$ cat config.mk
export PLATFORM = sky130hd
export DESIGN_NAME = bitmap_shape_fill_engine
export DESIGN_NICKNAME = d
export VERILOG_FILES = /design/src/sv/bsfe_pkg.sv /design/src/sv/bsfe_front.sv /design/src/sv/bsfe_queue.sv /design/src/sv/bsfe_isqrt.sv /design/src/sv/bsfe_back.sv /design/src/sv/bitmap_shape_fill_engine.sv
export SDC_FILE = /design/constraint.sdc
export NUM_CORES = 2
export LEC_CHECK = 0
export BUFFER_PORTS_ARGS = -buffer_cell sky130_fd_sc_hd__buf_2
export CAP_MARGIN = 0
export CORE_MARGIN = 5
export CORE_UTILIZATION = 35
export CTS_CLUSTER_SIZE = 25
export DETAILED_ROUTE_END_ITERATION = 7
export PLACE_DENSITY = 0.56
export SYNTH_ARGS = -nofsm -noshare
export SYNTH_HDL_FRONTEND = slang
export SYNTH_HIERARCHICAL = 1
export SYNTH_SLANG_ARGS = --single-unit
export TNS_END_PERCENT = 5
$ cat constraint.sdc
create_clock -name clk_i -period 9.4 [get_ports clk_i]
set_input_delay 1.88 -clock clk_i [delete_from_list [all_inputs] [get_ports clk_i]]
set_output_delay 1.88 -clock clk_i [all_outputs]
set_load 0.1 [all_outputs]
$ cat src/sv/bsfe_pkg.sv
// Shared types and constants of the bitmap shape fill engine.
package bsfe_pkg;

  localparam int CrdW   = 8;
  localparam int SpanW  = 9;
  localparam int SqW    = 16;
  localparam int RootW  = 8;
  localparam int OpW    = 3;
  localparam int InDataW  = 56;
  localparam int OutBitsW = 64;
  localparam int OutDataW = 72;

  typedef enum logic [OpW-1:0] {
    OP_FILL  = 3'd0,
    OP_LINE  = 3'd1,
    OP_TRI   = 3'd2,
    OP_DISC  = 3'd3,
    OP_ERASE = 3'd4,
    OP_READ  = 3'd5
  } op_e;

  typedef enum logic [1:0] {
    K_SPAN,
    K_TRI,
    K_DISC,
    K_READ
  } kind_e;

  typedef struct packed {
    kind_e             kind;
    logic              paint;
    logic [SpanW-1:0]  row_lo;
    logic [SpanW-1:0]  row_hi;
    logic [CrdW-1:0]   col_lo;
    logic [SpanW-1:0]  col_hi;
    logic [CrdW-1:0]   ctr_row;
    logic [SqW-1:0]    rad_sq;
  } cmd_t;

endpackage

$ cat src/sv/bsfe_front.sv
// Command decoder: accepts input beats and turns them into row spans clipped to the picture and column spans.
module bsfe_front import bsfe_pkg::*; #(
  parameter int PIC_ROWS = 32
) (
  input  logic               s_axis_tvalid,
  output logic               s_axis_tready,
  // operation, row_pos, col_pos, height, width, end_col, radius, zero fill
  input  logic [InDataW-1:0] s_axis_tdata,
  output logic               push_o,
  output cmd_t               cmd_o,
  input  logic               full_i
);

  localparam logic [SpanW-1:0] RowsLim = SpanW'(PIC_ROWS);

  logic [OpW-1:0]   op;
  logic [SpanW-1:0] r9, c9, h9, w9, e9, rad9;
  logic [SpanW-1:0] rect_hi, line_hi, disc_lo, disc_hi;
  logic [SpanW-1:0] sum_h, sum_one, sum_rad;
  logic             known;

  assign op   = s_axis_tdata[2:0];
  assign r9   = SpanW'(s_axis_tdata[10:3]);
  assign c9   = SpanW'(s_axis_tdata[18:11]);
  assign h9   = SpanW'(s_axis_tdata[26:19]);
  assign w9   = SpanW'(s_axis_tdata[34:27]);
  assign e9   = SpanW'(s_axis_tdata[42:35]);
  assign rad9 = SpanW'(s_axis_tdata[50:43]);

  assign sum_h   = r9 + h9;
  assign sum_one = r9 + SpanW'(1);
  assign sum_rad = r9 + rad9 + SpanW'(1);
  assign rect_hi = (sum_h > RowsLim) ? RowsLim : sum_h;
  assign line_hi = (e9 < c9) ? r9 : ((sum_one > RowsLim) ? RowsLim : sum_one);
  assign disc_lo = (r9 >= rad9) ? (r9 - rad9) : '0;
  assign disc_hi = (sum_rad > RowsLim) ? RowsLim : sum_rad;

  always_comb begin
    cmd_o         = '0;
    cmd_o.row_lo  = r9;
    cmd_o.col_lo  = s_axis_tdata[18:11];
    cmd_o.ctr_row = s_axis_tdata[10:3];
    cmd_o.rad_sq  = SqW'(s_axis_tdata[50:43]) * SqW'(s_axis_tdata[50:43]);
    known         = 1'b1;
    case (op_e'(op))
      OP_FILL, OP_ERASE: begin
        cmd_o.kind   = K_SPAN;
        cmd_o.paint  = (op_e'(op) == OP_FILL);
        cmd_o.row_hi = rect_hi;
        cmd_o.col_hi = c9 + w9;
      end
      OP_LINE: begin
        cmd_o.kind   = K_SPAN;
        cmd_o.paint  = 1'b1;
        cmd_o.row_hi = line_hi;
        cmd_o.col_hi = e9 + SpanW'(1);
      end
      OP_TRI: begin
        cmd_o.kind   = K_TRI;
        cmd_o.paint  = 1'b1;
        cmd_o.row_hi = rect_hi;
        cmd_o.col_hi = c9 + SpanW'(1);
      end
      OP_DISC: begin
        cmd_o.kind   = K_DISC;
        cmd_o.paint  = 1'b1;
        cmd_o.row_lo = disc_lo;
        cmd_o.row_hi = disc_hi;
      end
      OP_READ: begin
        cmd_o.kind = K_READ;
      end
      default: begin
        known = 1'b0;
      end
    endcase
  end

  assign s_axis_tready = !full_i;
  assign push_o        = s_axis_tvalid && !full_i && known;

endmodule

$ cat src/sv/bsfe_queue.sv
// Two-entry command queue between the decoder and the drawing sequencer.
module bsfe_queue import bsfe_pkg::*; (
  input  logic clk_i,
  input  logic rst_ni,
  input  logic push_i,
  input  cmd_t push_data_i,
  output logic full_o,
  input  logic pop_i,
  output logic valid_o,
  output cmd_t pop_data_o
);

  cmd_t       mem_q [2];
  logic       wr_ptr_q, wr_ptr_d, rd_ptr_q, rd_ptr_d;
  logic [1:0] cnt_q, cnt_d;

  assign full_o     = (cnt_q == 2'd2);
  assign valid_o    = (cnt_q != 2'd0);
  assign pop_data_o = mem_q[rd_ptr_q];

  always_comb begin
    wr_ptr_d = wr_ptr_q;
    rd_ptr_d = rd_ptr_q;
    cnt_d    = cnt_q;
    if (push_i) begin
      wr_ptr_d = !wr_ptr_q;
    end
    if (pop_i) begin
      rd_ptr_d = !rd_ptr_q;
    end
    if (push_i && !pop_i) begin
      cnt_d = cnt_q + 2'd1;
    end else if (pop_i && !push_i) begin
      cnt_d = cnt_q - 2'd1;
    end
  end

  always_ff @(posedge clk_i) begin
    if (push_i) begin
      mem_q[wr_ptr_q] <= push_data_i;
    end
  end

  always_ff @(posedge clk_i or negedge rst_ni) begin
    if (!rst_ni) begin
      wr_ptr_q <= 1'b0;
      rd_ptr_q <= 1'b0;
      cnt_q    <= 2'd0;
    end else begin
      wr_ptr_q <= wr_ptr_d;
      rd_ptr_q <= rd_ptr_d;
      cnt_q    <= cnt_d;
    end
  end

endmodule

$ cat src/sv/bsfe_isqrt.sv
// Digit-by-digit integer square root, one result bit per cycle.
module bsfe_isqrt import bsfe_pkg::*; (
  input  logic             clk_i,
  input  logic             rst_ni,
  input  logic             start_i,
  input  logic [SqW-1:0]   value_i,
  output logic             busy_o,
  output logic [RootW-1:0] root_o
);

  localparam logic [SqW-1:0] TopBit = SqW'(1) << (SqW - 2);

  logic [SqW-1:0] op_q, op_d, res_q, res_d, one_q, one_d;
  logic [SqW:0]   trial;
  logic           busy_q, busy_d;

  assign trial  = {1'b0, res_q} + {1'b0, one_q};
  assign busy_o = busy_q;
  assign root_o = res_q[RootW-1:0];

  always_comb begin
    op_d   = op_q;
    res_d  = res_q;
    one_d  = one_q;
    busy_d = busy_q;
    if (start_i) begin
      op_d   = value_i;
      res_d  = '0;
      one_d  = TopBit;
      busy_d = 1'b1;
    end else if (busy_q) begin
      if ({1'b0, op_q} >= trial) begin
        op_d  = op_q - trial[SqW-1:0];
        res_d = (res_q >> 1) + one_q;
      end else begin
        res_d = res_q >> 1;
      end
      one_d  = one_q >> 2;
      busy_d = (one_q != SqW'(1));
    end
  end

  always_ff @(posedge clk_i) begin
    op_q  <= op_d;
    res_q <= res_d;
    one_q <= one_d;
  end

  always_ff @(posedge clk_i or negedge rst_ni) begin
    if (!rst_ni) begin
      busy_q <= 1'b0;
    end else begin
      busy_q <= busy_d;
    end
  end

endmodule

$ cat src/sv/bsfe_back.sv
// Drawing sequencer: row-by-row read-modify-write of the framebuffer and row readout.
module bsfe_back import bsfe_pkg::*; #(
  parameter int PIC_ROWS = 32,
  parameter int PIC_COLS = 64
) (
  input  logic                clk_i,
  input  logic                rst_ni,
  input  logic                q_valid_i,
  input  cmd_t                q_data_i,
  output logic                q_pop_o,
  output logic                m_axis_tvalid,
  input  logic                m_axis_tready,
  // row_index, row_bits
  output logic [OutDataW-1:0] m_axis_tdata
);

  localparam int RowAw = (PIC_ROWS > 1) ? $clog2(PIC_ROWS) : 1;
  localparam logic [SpanW-1:0] RowsLim = SpanW'(PIC_ROWS);

  typedef enum logic [2:0] {
    S_IDLE,
    S_ROW,
    S_DMUL,
    S_DCHK,
    S_DSQW,
    S_RDOUT
  } state_e;

  function automatic logic [PIC_COLS-1:0] span_mask(logic [SpanW-1:0] lo,
                                                    logic [SpanW-1:0] hi);
    logic [PIC_COLS-1:0] m;
    for (int j = 0; j < PIC_COLS; j++) begin
      m[j] = (SpanW'(j) >= lo) && (SpanW'(j) < hi);
    end
    return m;
  endfunction

  state_e                state_q, state_d;
  cmd_t                  cur_q, cur_d;
  logic [SpanW-1:0]      row_q, row_d, hi_q, hi_d;
  logic [SqW-1:0]        di2_q, di2_d;
  logic                  pend_vld_q, pend_vld_d, pend_set_q, pend_set_d;
  logic [RowAw-1:0]      pend_row_q, pend_row_d;
  logic [PIC_COLS-1:0]   pend_mask_q, pend_mask_d;
  logic                  rd_oob_q, rd_oob_d;
  logic                  out_vld_q, out_vld_d;
  logic [CrdW-1:0]       out_row_q, out_row_d;
  logic [OutBitsW-1:0]   out_bits_q, out_bits_d;

  logic [PIC_COLS-1:0]   mem [PIC_ROWS];
  logic [PIC_ROWS-1:0]   row_vld_q;
  logic [PIC_COLS-1:0]   rd_raw_q, fwd_q, rd_data, wdata;
  logic                  rd_ok_q, rd_fwd_q;
  logic                  re;
  logic [RowAw-1:0]      raddr;

  logic                  sq_start, sq_busy;
  logic [RootW-1:0]      sq_root;
  logic [SqW-1:0]        sq_val;
  logic [CrdW-1:0]       di;
  logic [SpanW-1:0]      dlo, dhi, root9, ctr9;

  bsfe_isqrt u_isqrt (
    .clk_i   (clk_i),
    .rst_ni  (rst_ni),
    .start_i (sq_start),
    .value_i (sq_val),
    .busy_o  (sq_busy),
    .root_o  (sq_root)
  );

  assign rd_data = rd_fwd_q ? fwd_q : (rd_ok_q ? rd_raw_q : '0);
  assign wdata   = pend_set_q ? (rd_data | pend_mask_q) : (rd_data & ~pend_mask_q);

  assign di    = (row_q[CrdW-1:0] >= cur_q.ctr_row) ? (row_q[CrdW-1:0] - cur_q.ctr_row)
                                                    : (cur_q.ctr_row - row_q[CrdW-1:0]);
  assign sq_val = cur_q.rad_sq - di2_q;
  assign root9  = SpanW'(sq_root);
  assign ctr9   = SpanW'(cur_q.col_lo);
  assign dlo    = (ctr9 >= root9) ? (ctr9 - root9) : '0;
  assign dhi    = ctr9 + root9 + SpanW'(1);

  always_comb begin
    state_d     = state_q;
    cur_d       = cur_q;
    row_d       = row_q;
    hi_d        = hi_q;
    di2_d       = di2_q;
    pend_vld_d  = 1'b0;
    pend_set_d  = pend_set_q;
    pend_row_d  = pend_row_q;
    pend_mask_d = pend_mask_q;
    rd_oob_d    = rd_oob_q;
    out_vld_d   = out_vld_q;
    out_row_d   = out_row_q;
    out_bits_d  = out_bits_q;
    q_pop_o     = 1'b0;
    re          = 1'b0;
    raddr       = row_q[RowAw-1:0];
    sq_start    = 1'b0;

    if (out_vld_q && m_axis_tready) begin
      out_vld_d = 1'b0;
    end

    case (state_q)
      S_IDLE: begin
        if (q_valid_i) begin
          q_pop_o = 1'b1;
          cur_d   = q_data_i;
          row_d   = q_data_i.row_lo;
          hi_d    = q_data_i.col_hi;
          case (q_data_i.kind)
            K_READ: begin
              raddr    = q_data_i.row_lo[RowAw-1:0];
              re       = (q_data_i.row_lo < RowsLim);
              rd_oob_d = !(q_data_i.row_lo < RowsLim);
              state_d  = S_RDOUT;
            end
            K_DISC: begin
              state_d = S_DMUL;
            end
            default: begin
              state_d = S_ROW;
            end
          endcase
        end
      end
      S_ROW: begin
        if (row_q < cur_q.row_hi) begin
          re          = 1'b1;
          pend_vld_d  = 1'b1;
          pend_row_d  = row_q[RowAw-1:0];
          pend_set_d  = cur_q.paint;
          pend_mask_d = span_mask(SpanW'(cur_q.col_lo), hi_q);
          row_d       = row_q + SpanW'(1);
          if (cur_q.kind == K_TRI) begin
            hi_d = hi_q + SpanW'(1);
          end
        end else begin
          state_d = S_IDLE;
        end
      end
      S_DMUL: begin
        if (row_q < cur_q.row_hi) begin
          di2_d   = SqW'(di) * SqW'(di);
          state_d = S_DCHK;
        end else begin
          state_d = S_IDLE;
        end
      end
      S_DCHK: begin
        if (di2_q > cur_q.rad_sq) begin
          row_d   = row_q + SpanW'(1);
          state_d = S_DMUL;
        end else begin
          sq_start = 1'b1;
          state_d  = S_DSQW;
        end
      end
      S_DSQW: begin
        if (!sq_busy) begin
          re          = 1'b1;
          pend_vld_d  = 1'b1;
          pend_row_d  = row_q[RowAw-1:0];
          pend_set_d  = 1'b1;
          pend_mask_d = span_mask(dlo, dhi);
          row_d       = row_q + SpanW'(1);
          state_d     = S_DMUL;
        end
      end
      S_RDOUT: begin
        if (!out_vld_q || m_axis_tready) begin
          out_vld_d  = 1'b1;
          out_row_d  = cur_q.row_lo[CrdW-1:0];
          out_bits_d = rd_oob_q ? '0 : OutBitsW'(rd_data);
          state_d    = S_IDLE;
        end
      end
      default: begin
        state_d = S_IDLE;
      end
    endcase
  end

  assign m_axis_tvalid = out_vld_q;
  assign m_axis_tdata  = {out_bits_q, out_row_q};

  always_ff @(posedge clk_i) begin
    if (pend_vld_q) begin
      mem[pend_row_q] <= wdata;
    end
    if (re) begin
      rd_raw_q <= mem[raddr];
      fwd_q    <= wdata;
    end
  end

  always_ff @(posedge clk_i) begin
    cur_q       <= cur_d;
    row_q       <= row_d;
    hi_q        <= hi_d;
    di2_q       <= di2_d;
    pend_set_q  <= pend_set_d;
    pend_row_q  <= pend_row_d;
    pend_mask_q <= pend_mask_d;
    rd_oob_q    <= rd_oob_d;
  end

  always_ff @(posedge clk_i or negedge rst_ni) begin
    if (!rst_ni) begin
      state_q    <= S_IDLE;
      pend_vld_q <= 1'b0;
      out_vld_q  <= 1'b0;
      out_row_q  <= '0;
      out_bits_q <= '0;
      row_vld_q  <= '0;
      rd_ok_q    <= 1'b0;
      rd_fwd_q   <= 1'b0;
    end else begin
      state_q    <= state_d;
      pend_vld_q <= pend_vld_d;
      out_vld_q  <= out_vld_d;
      out_row_q  <= out_row_d;
      out_bits_q <= out_bits_d;
      if (pend_vld_q) begin
        row_vld_q[pend_row_q] <= 1'b1;
      end
      if (re) begin
        rd_ok_q  <= row_vld_q[raddr];
        rd_fwd_q <= pend_vld_q && (pend_row_q == raddr);
      end
    end
  end

`ifndef SYNTHESIS
  a_write_in_picture: assert property (@(posedge clk_i) disable iff (!rst_ni)
    pend_vld_q |-> (SpanW'(pend_row_q) < RowsLim))
    else $error("framebuffer write outside the picture");

  a_rows_distinct: assert property (@(posedge clk_i) disable iff (!rst_ni)
    (pend_vld_q && $past(pend_vld_q)) |-> (pend_row_q != $past(pend_row_q)))
    else $error("two back-to-back writes hit the same row");

  a_sqrt_quiet_idle: assert property (@(posedge clk_i) disable iff (!rst_ni)
    (state_q == S_IDLE || state_q == S_RDOUT) |-> !sq_busy)
    else $error("square root unit busy outside a disc command");
`endif

endmodule

$ cat src/sv/bitmap_shape_fill_engine.sv
// Top level of the bitmap shape fill engine.
//
// Commands arrive as beats on the s_axis channel; row readouts leave on m_axis.
// Each command draws a filled rectangle, a horizontal line, a right triangle or
// a filled disc, erases a rectangle, or reads one row of the picture. Only a
// read returns a beat, carrying the row number and its pixels.
// A decoder turns each command into row and column spans, with the rows clipped
// to the picture, and places it in a two-entry queue, so input beats keep flowing
// while the sequencer works. Rectangles, lines and triangles are written row by row.
// A disc is also drawn row by row; the eight-step square root unit finds the
// span of each covered row.
// With the sequencer idle, a read's beat follows the queue, the row read and the output register.
// The framebuffer is one read and one write port memory with a valid bit per
// row; reset clears the valid bits, so the whole picture reads blank at once.
// A stalled receiver holds the result in the output register; the sequencer
// waits at the next read and the queue fills before s_axis_tready drops.
module bitmap_shape_fill_engine import bsfe_pkg::*; #(
  parameter int PIC_ROWS = 32,
  parameter int PIC_COLS = 64
) (
  input  logic                clk_i,
  input  logic                rst_ni,
  input  logic                s_axis_tvalid,
  output logic                s_axis_tready,
  // operation, row_pos, col_pos, height, width, end_col, radius, zero fill
  input  logic [InDataW-1:0]  s_axis_tdata,
  output logic                m_axis_tvalid,
  input  logic                m_axis_tready,
  // row_index, row_bits
  output logic [OutDataW-1:0] m_axis_tdata
);

  cmd_t push_cmd, pop_cmd;
  logic push, full, pop, q_valid;

  bsfe_front #(
    .PIC_ROWS (PIC_ROWS)
  ) u_front (
    .s_axis_tvalid (s_axis_tvalid),
    .s_axis_tready (s_axis_tready),
    .s_axis_tdata  (s_axis_tdata),
    .push_o        (push),
    .cmd_o         (push_cmd),
    .full_i        (full)
  );

  bsfe_queue u_queue (
    .clk_i       (clk_i),
    .rst_ni      (rst_ni),
    .push_i      (push),
    .push_data_i (push_cmd),
    .full_o      (full),
    .pop_i       (pop),
    .valid_o     (q_valid),
    .pop_data_o  (pop_cmd)
  );

  bsfe_back #(
    .PIC_ROWS (PIC_ROWS),
    .PIC_COLS (PIC_COLS)
  ) u_back (
    .clk_i         (clk_i),
    .rst_ni        (rst_ni),
    .q_valid_i     (q_valid),
    .q_data_i      (pop_cmd),
    .q_pop_o       (pop),
    .m_axis_tvalid (m_axis_tvalid),
    .m_axis_tready (m_axis_tready),
    .m_axis_tdata  (m_axis_tdata)
  );

endmodule
-- Word level (Yosys, flattened, before mapping)
Memories as Yosys holds them, arrays and structs flattened. A register that Yosys moved wholly into a read port is not among the register bits.
Index checks and enable logic that the tools add are counted.
- logic and storage cells: 592
- register bits after elaboration: 377
- memory bits (writable): 2172
- output and inout port bits: 74
- memories: 2
- bits of input ports: 60
- memory list (memory ; depth ; bits a word ; read ports ; clocked after memory_dff ; wr ports ; RTL line ; text):
    u_back.mem ; 32 ; 64 ; 1 ; 1 ; 1 ; bsfe_back.sv:50 ; logic [PIC_COLS-1:0] mem [PIC_ROWS];
    u_queue.mem_q ; 2 ; 62 ; 1 ; 0 ; 1 ; bsfe_queue.sv:13 ; cmd_t mem_q [2];
- bitwise gates (word level): 4
- add/sub/neg operators: 21
- reduce and logical (&&, ||, !) cells: 165
- order comparisons: 270
- multiplexer cells: 75
- equality and inequality tests: 23
- multipliers: 2
- operators with widths (cell ; number):
    $lt A6 B9 Y1 const A ; 64
    $mux W64 ; 6
    $ge A6 B9 Y1 const A ; 32
    $lt A5 B9 Y1 const A ; 32
    $ge A6 B8 Y1 const A ; 32
    $ge A5 B9 Y1 const A ; 16
    $lt A4 B9 Y1 const A ; 16
    $logic_and A1 B1 Y1 ; 135
    $ge A5 B8 Y1 const A ; 16
    $pmux W64 S2 ; 1
    $mux W9 ; 14
    $ge A4 B9 Y1 const A ; 8
    $lt A3 B9 Y1 const A ; 8
    $and A64 B64 Y64 ; 1
    $ge A4 B8 Y1 const A ; 8
    $mux W16 ; 4
    $not A64 Y64 ; 1
    $or A64 B64 Y64 ; 1
    $pmux W9 S3 ; 2
    $add A8 B8 Y9 ; 4
    $add A9 B1 Y9 const B ; 4
    $ge A3 B9 Y1 const A ; 4
    $lt A1 B9 Y1 const A ; 4
    $lt A2 B9 Y1 const A ; 4
    other kinds (60) ; 143

-- Depth between registers and ports, before layout
- word-level depth: 8
- depth in mapped cells: 29
- depth with buffers taken out: 29

-- Hierarchy
The synthesis kept the hierarchy.
- modules (own cells, without submodules) (module ; area an instance (um2) ; instances ; sequential area each (um2) ; cells an instance):
    bsfe_back ; 100019.7 ; 1 ; 72804.8 ; 5735
    bsfe_queue ; 4963.5 ; 1 ; 3823.7 ; 209
    bsfe_front ; 4107.7 ; 1 ; 0.0 ; 549
    bsfe_isqrt ; 3320.7 ; 1 ; 985.9 ; 377

-- Worst setup path before layout
No wires, ideal clock.
- kind: register -> register
- from: register u_back.row_q[0]
- to: register u_back.di2_q[15] (data pin)
- period minus slack after synthesis: 6.522 ns
- stages on the path, launching flop included: 27
- data required time: 9.126 ns
- arrival time: 6.248 ns
- path slack: 2.878 ns
- setup time: 0.274 ns
- buffers on the path: 0
- cells stage by stage: edfxtp_1 -> inv_1 -> ha_1 -> inv_1 -> fa_1 -> nand3_1 -> and3_1 -> nor2_1 -> a21oi_2 -> o211a_1 -> a311oi_1 -> or3_1 -> and2_1 -> or2_1 -> fa_1 -> inv_1 -> fa_1 -> fa_1 -> inv_1 -> fa_1 -> inv_1 -> ha_1 -> nor2b_1 -> o2111ai_1 -> nand2_1 -> o41ai_1 -> xor2_1
- word-level cells in the longest chain between the ends: 3
- elaborated cells between the ends (all ways): 5
- those cells by class: add/sub (2); mul (1); order compare (1); mux (1)
- RTL lines (what ; RTL line ; text):
    from (decl) ; bsfe_back.sv:40 ; logic [SpanW-1:0] row_q, row_d, hi_q, hi_d;
    from (signal assigned) ; bsfe_back.sv:201 ; row_q <= row_d;
    $sub A8 B8 Y8 (tied with other cells) ; bsfe_back.sv:76 ; : (cur_q.ctr_row - row_q[CrdW-1:0]);
    $mux W8 (*) ; bsfe_back.sv:75 ; assign di = (row_q[CrdW-1:0] >= cur_q.ctr_row) ? (row_q[CrdW-1:0] - cur_q.ctr_row)
    $mul A8 B8 Y16 (*) ; bsfe_back.sv:146 ; di2_d = SqW'(di) * SqW'(di);
    to (signal assigned) ; bsfe_back.sv:203 ; di2_q <= di2_d;
    to (decl) ; bsfe_back.sv:41 ; logic [SqW-1:0] di2_q, di2_d;
Mark *: on every way between the ends. The rest lies on a longest branch, timed or not.
A chain may end at the register's enable or synchronous reset.

-- Worst setup path after layout
Ends and elaborated chain as after synthesis.

==> results_dict.tcl <==
set metrics [dict create \
    status "finished, final reports clean" \
    grt_setup_unrepaired "false" \
    gp_congestion 0.883 \
    grt_pass1_vias 64800 \
    synth_edf_count 2472 \
    top_layer_used "met5" \
    drv_slew 0 \
    synth_warnings 6 \
    die_h_um 577 \
    yosys_most_used_dff "edfxtp_1" \
    design.core.area_um2 320000 \
    synth_top_area_share_pct 66.0 \
    synth_cells 6870 \
    postCtsSetupBuffers 0 \
    clk_pin_slew_worst_paths_ns 0.06 \
    grt_max_degree 132 \
    netlist_area_um2 112000 \
    period_needed_ns 7.36 \
    hold_class "reg -> reg" \
    ys_types 100 \
    path_max_fanout 11 \
    numPortBuffers 128 \
    hpwl_mm 181 \
    synth_area_leaders "edfxtp_1 66%, mux4_2 10%, nand2_1 2.8%" \
    fin_tns_setup_ns 0 \
    io_pins 134 \
    cp.arrival_ns 7.89 \
    cts_hold_buf 0 \
    cts_num_sinks 2612 \
    cts_tree "built" \
    crit_chain "ha_1 > a41oi_1 > and3_1 > nor2_1 > a21oi_2 > o211a_1 > a311oi_1 > xor2_1 > nor2_1 > fa_1 > fa_1 > inv_1 > fa_1 > fa_1 > inv_1 > ha_1 > a21oi_1 > nor2b_1 > o2111ai_1 > nand2_1 > o41ai_1 > xor2_1" \
    htree_levels 5 \
    routed_via_density 5.53 \
    r2r_slack_ns 2.04 \
    yosysMostFrequentCell "edfxtp_1" \
    criticalPathCategory "reg -> reg" \
    rows 208 \
    max_slew_margin_pct 15.0 \
    synth_top_area_cell "edfxtp_1" \
    area_growth_pct 13.9 \
    crit_path_max_incr_delay_ns 0.73 \
    drt-total-wl_mm 326 \
    finalCritPeriodShare_pct 78.3 \
    crit_top_cell "fa_1" \
    drt_first_iter_violations 6497 \
    crit_path_start_kind "register" \
    cp_num_buf_inv 2 \
    async_reset_ff_share_pct 4.44 \
    max_freq_mhz 136 \
    grt_usage_pct 19.1 \
    wl_met1_mm 142 \
    cp-end-kind "register" \
    wl_met2_mm 152 \
    wl_met3_mm 23.3 \
    rr_startpoint "u_back/row_q[0]" \
    tightest_slew_ns 1.27 \
    fp.dieArea_um2 333000 \
    nNetsFinal 7423 \
    cts_root_buffer "clkbuf_16" \
    grt_pass1_wl_mm 468 \
    slowest_stage "xor2_1" \
    drive_gt1_share_pct 21.0 \
    drv_cap 0 \
    firstDrtPassIters 5 \
    finalHoldViolCount 0 \
    worstPathRequired_ns 9.92 \
    synth_seq_cells 2612 \
    hp-start "u_back/row_vld_q[19]" \
    ys_seq_area_share_pct 69.0 \
    wl_per_cell_um 28.0 \
    clk-insertion-delay-late_ns 0.91 \
    grt_antenna_before_repair 11 \
    initial_core_util_pct 35.1 \
    skew_ns 0.116 \
    grt.overflow.total 0 \
    setup_violations 0 \
    route.vias.total 64400 \
    cts_buffer_depth 4 \
    crit_family "adder cells" \
    fp.dieW_um 577 \
    synth.avg_cell_area_um2 16.4 \
    numCtsBuffers 285 \
    ant_nets 0 \
    ctsResizeCount 0 \
    ys_top_cells_by_count "2472 x edfxtp_1, 831 x nand2_1, 520 x mux4_2" \
    timing.critical_path.from "u_back/row_q[0]" \
    drcViolationCount 0 \
]
cell families after synthesis:
group | Yosys count | synth area share (%)
compound gates | 780 | 4.65
xor+xnor | 144 | 1.12
fa+ha+maj | 250 | 3.16
buf+inv | 590 | 2.62
flops | 2612 | 69.0
mux | 691 | 12.2
other cells | 1 | 0.00334
simple gates | 1802 | 7.17
layout by cell type, fill, tap and decap left out, types with 23 or more instances in the layout:
cell / Yosys / layout
nor2_1: 263 / 231
clkinv_1: 1 / 36
buf_4: 30 / 192
xor2_1: 40 / 40
nand3_1: 436 / 436
nor3_1: 42 / 42
inv_1: 201 / 200
nor2b_1: 34 / 31
nand2_1: 831 / 831
o31ai_1: 86 / 86
a22oi_1: 73 / 73
ha_1: 193 / 193
buf_2: 57 / 127
nor2_4: 0 / 32
nand2b_1: 28 / 28
bufinv_16: 0 / 23
xnor2_1: 104 / 103
clkbuf_16: 0 / 296
mux2i_2: 0 / 61
fa_1: 57 / 57
clkinv_2: 0 / 46
dfxtp_1: 24 / 24
a31oi_1: 31 / 31
a21o_1: 35 / 35
edfxtp_1: 2472 / 2472
mux2i_1: 92 / 25
dfrtp_1: 116 / 114
o21ai_0: 158 / 156
mux2_4: 59 / 59
clkbuf_1: 197 / 61
mux4_2: 520 / 520
o22ai_1: 31 / 30
a21oi_1: 156 / 156
or2_2: 40 / 40
registers in the layout (all words and copies together), names as in the netlist, 2 cells and up:
register	cells
u_back/state_q	3
u_back/fwd_q	64
u_back/mem	2048
u_back/rd_raw_q	64
u_back/pend_row_q	5
u_back/ctr9	8
u_back/u_isqrt/one_q	8
u_back/out_bits_q	64
u_queue/mem_q	124
u_back/row_vld_q	32
u_back/row_q	9
u_back/out_row_q	8
u_back/u_isqrt/op_q	16
u_queue/cnt_q	2
u_back/pend_mask_q	64
u_back/cur_q	44
u_back/u_isqrt/res_q	16
u_back/hi_q	9
u_back/di2_q	15
per-stage QoR:
step           instance area, um2  worst slack (ns)  std cells  hold WS [ns]  utilization (%)
3_5_place_dp               119000              2.03      11100         0.448             37.1
2_1_floorplan              112000              2.88       6873         0.434                -
3_3_place_gp               119000              1.99      11100         0.446             37.1
6_report                   128000              2.04      11600         0.466             40.0
4_1_cts                    128000              2.00      11600         0.466             40.0
5_1_grt                    128000              1.49      11600         0.474             40.0
worst paths after layout:
kind | endpoint | cells after the start
worst max register to register | u_back/di2_q[15] | 22
max in group asynchronous | u_back/rd_fwd_q | 2
min in group asynchronous | u_back/out_bits_q[62] | 1
worst min register to register | u_back/row_vld_q[19] | 1
worst max-delay path | u_back/di2_q[15] | 22
worst min-delay path | u_back/row_vld_q[19] | 1
cell type report:
type / count / area, um2
diodes: 2 / 5.00
clock buffers: 371 / 7830
clock inverters: 139 / 1450
fillers: 29100 / 192000
inverters: 204 / 773
multi-input cells: 3671 / 32500
flip-flops and latches: 2612 / 77600
well taps: 4305 / 5390
repair buffers: 339 / 2470
worst register-to-register path, cell delays in order, from the launching register on:
cell and delay, ns:
edfxtp_1 0.55, ha_1 0.61, a41oi_1 0.16, and3_1 0.25, nor2_1 0.25, a21oi_2 0.19, o211a_1 0.30, a311oi_1 0.32
xor2_1 0.73, nor2_1 0.18, fa_1 0.50, fa_1 0.55, inv_1 0.05, fa_1 0.50, fa_1 0.54, inv_1 0.04
ha_1 0.32, a21oi_1 0.22, nor2b_1 0.10, o2111ai_1 0.17, nand2_1 0.10, o41ai_1 0.30, xor2_1 0.13
layer usage:
metal  vias up  global-route usage (%)
met4         2                    4.80
met5         -                       0
met2      2557                    30.4
li1      27200                       -
met1     34200                    27.7
met3       461                    2.87
Power is not shown: default switching activity piles up to over one toggle a cycle in this logic, so the estimate is an artifact.
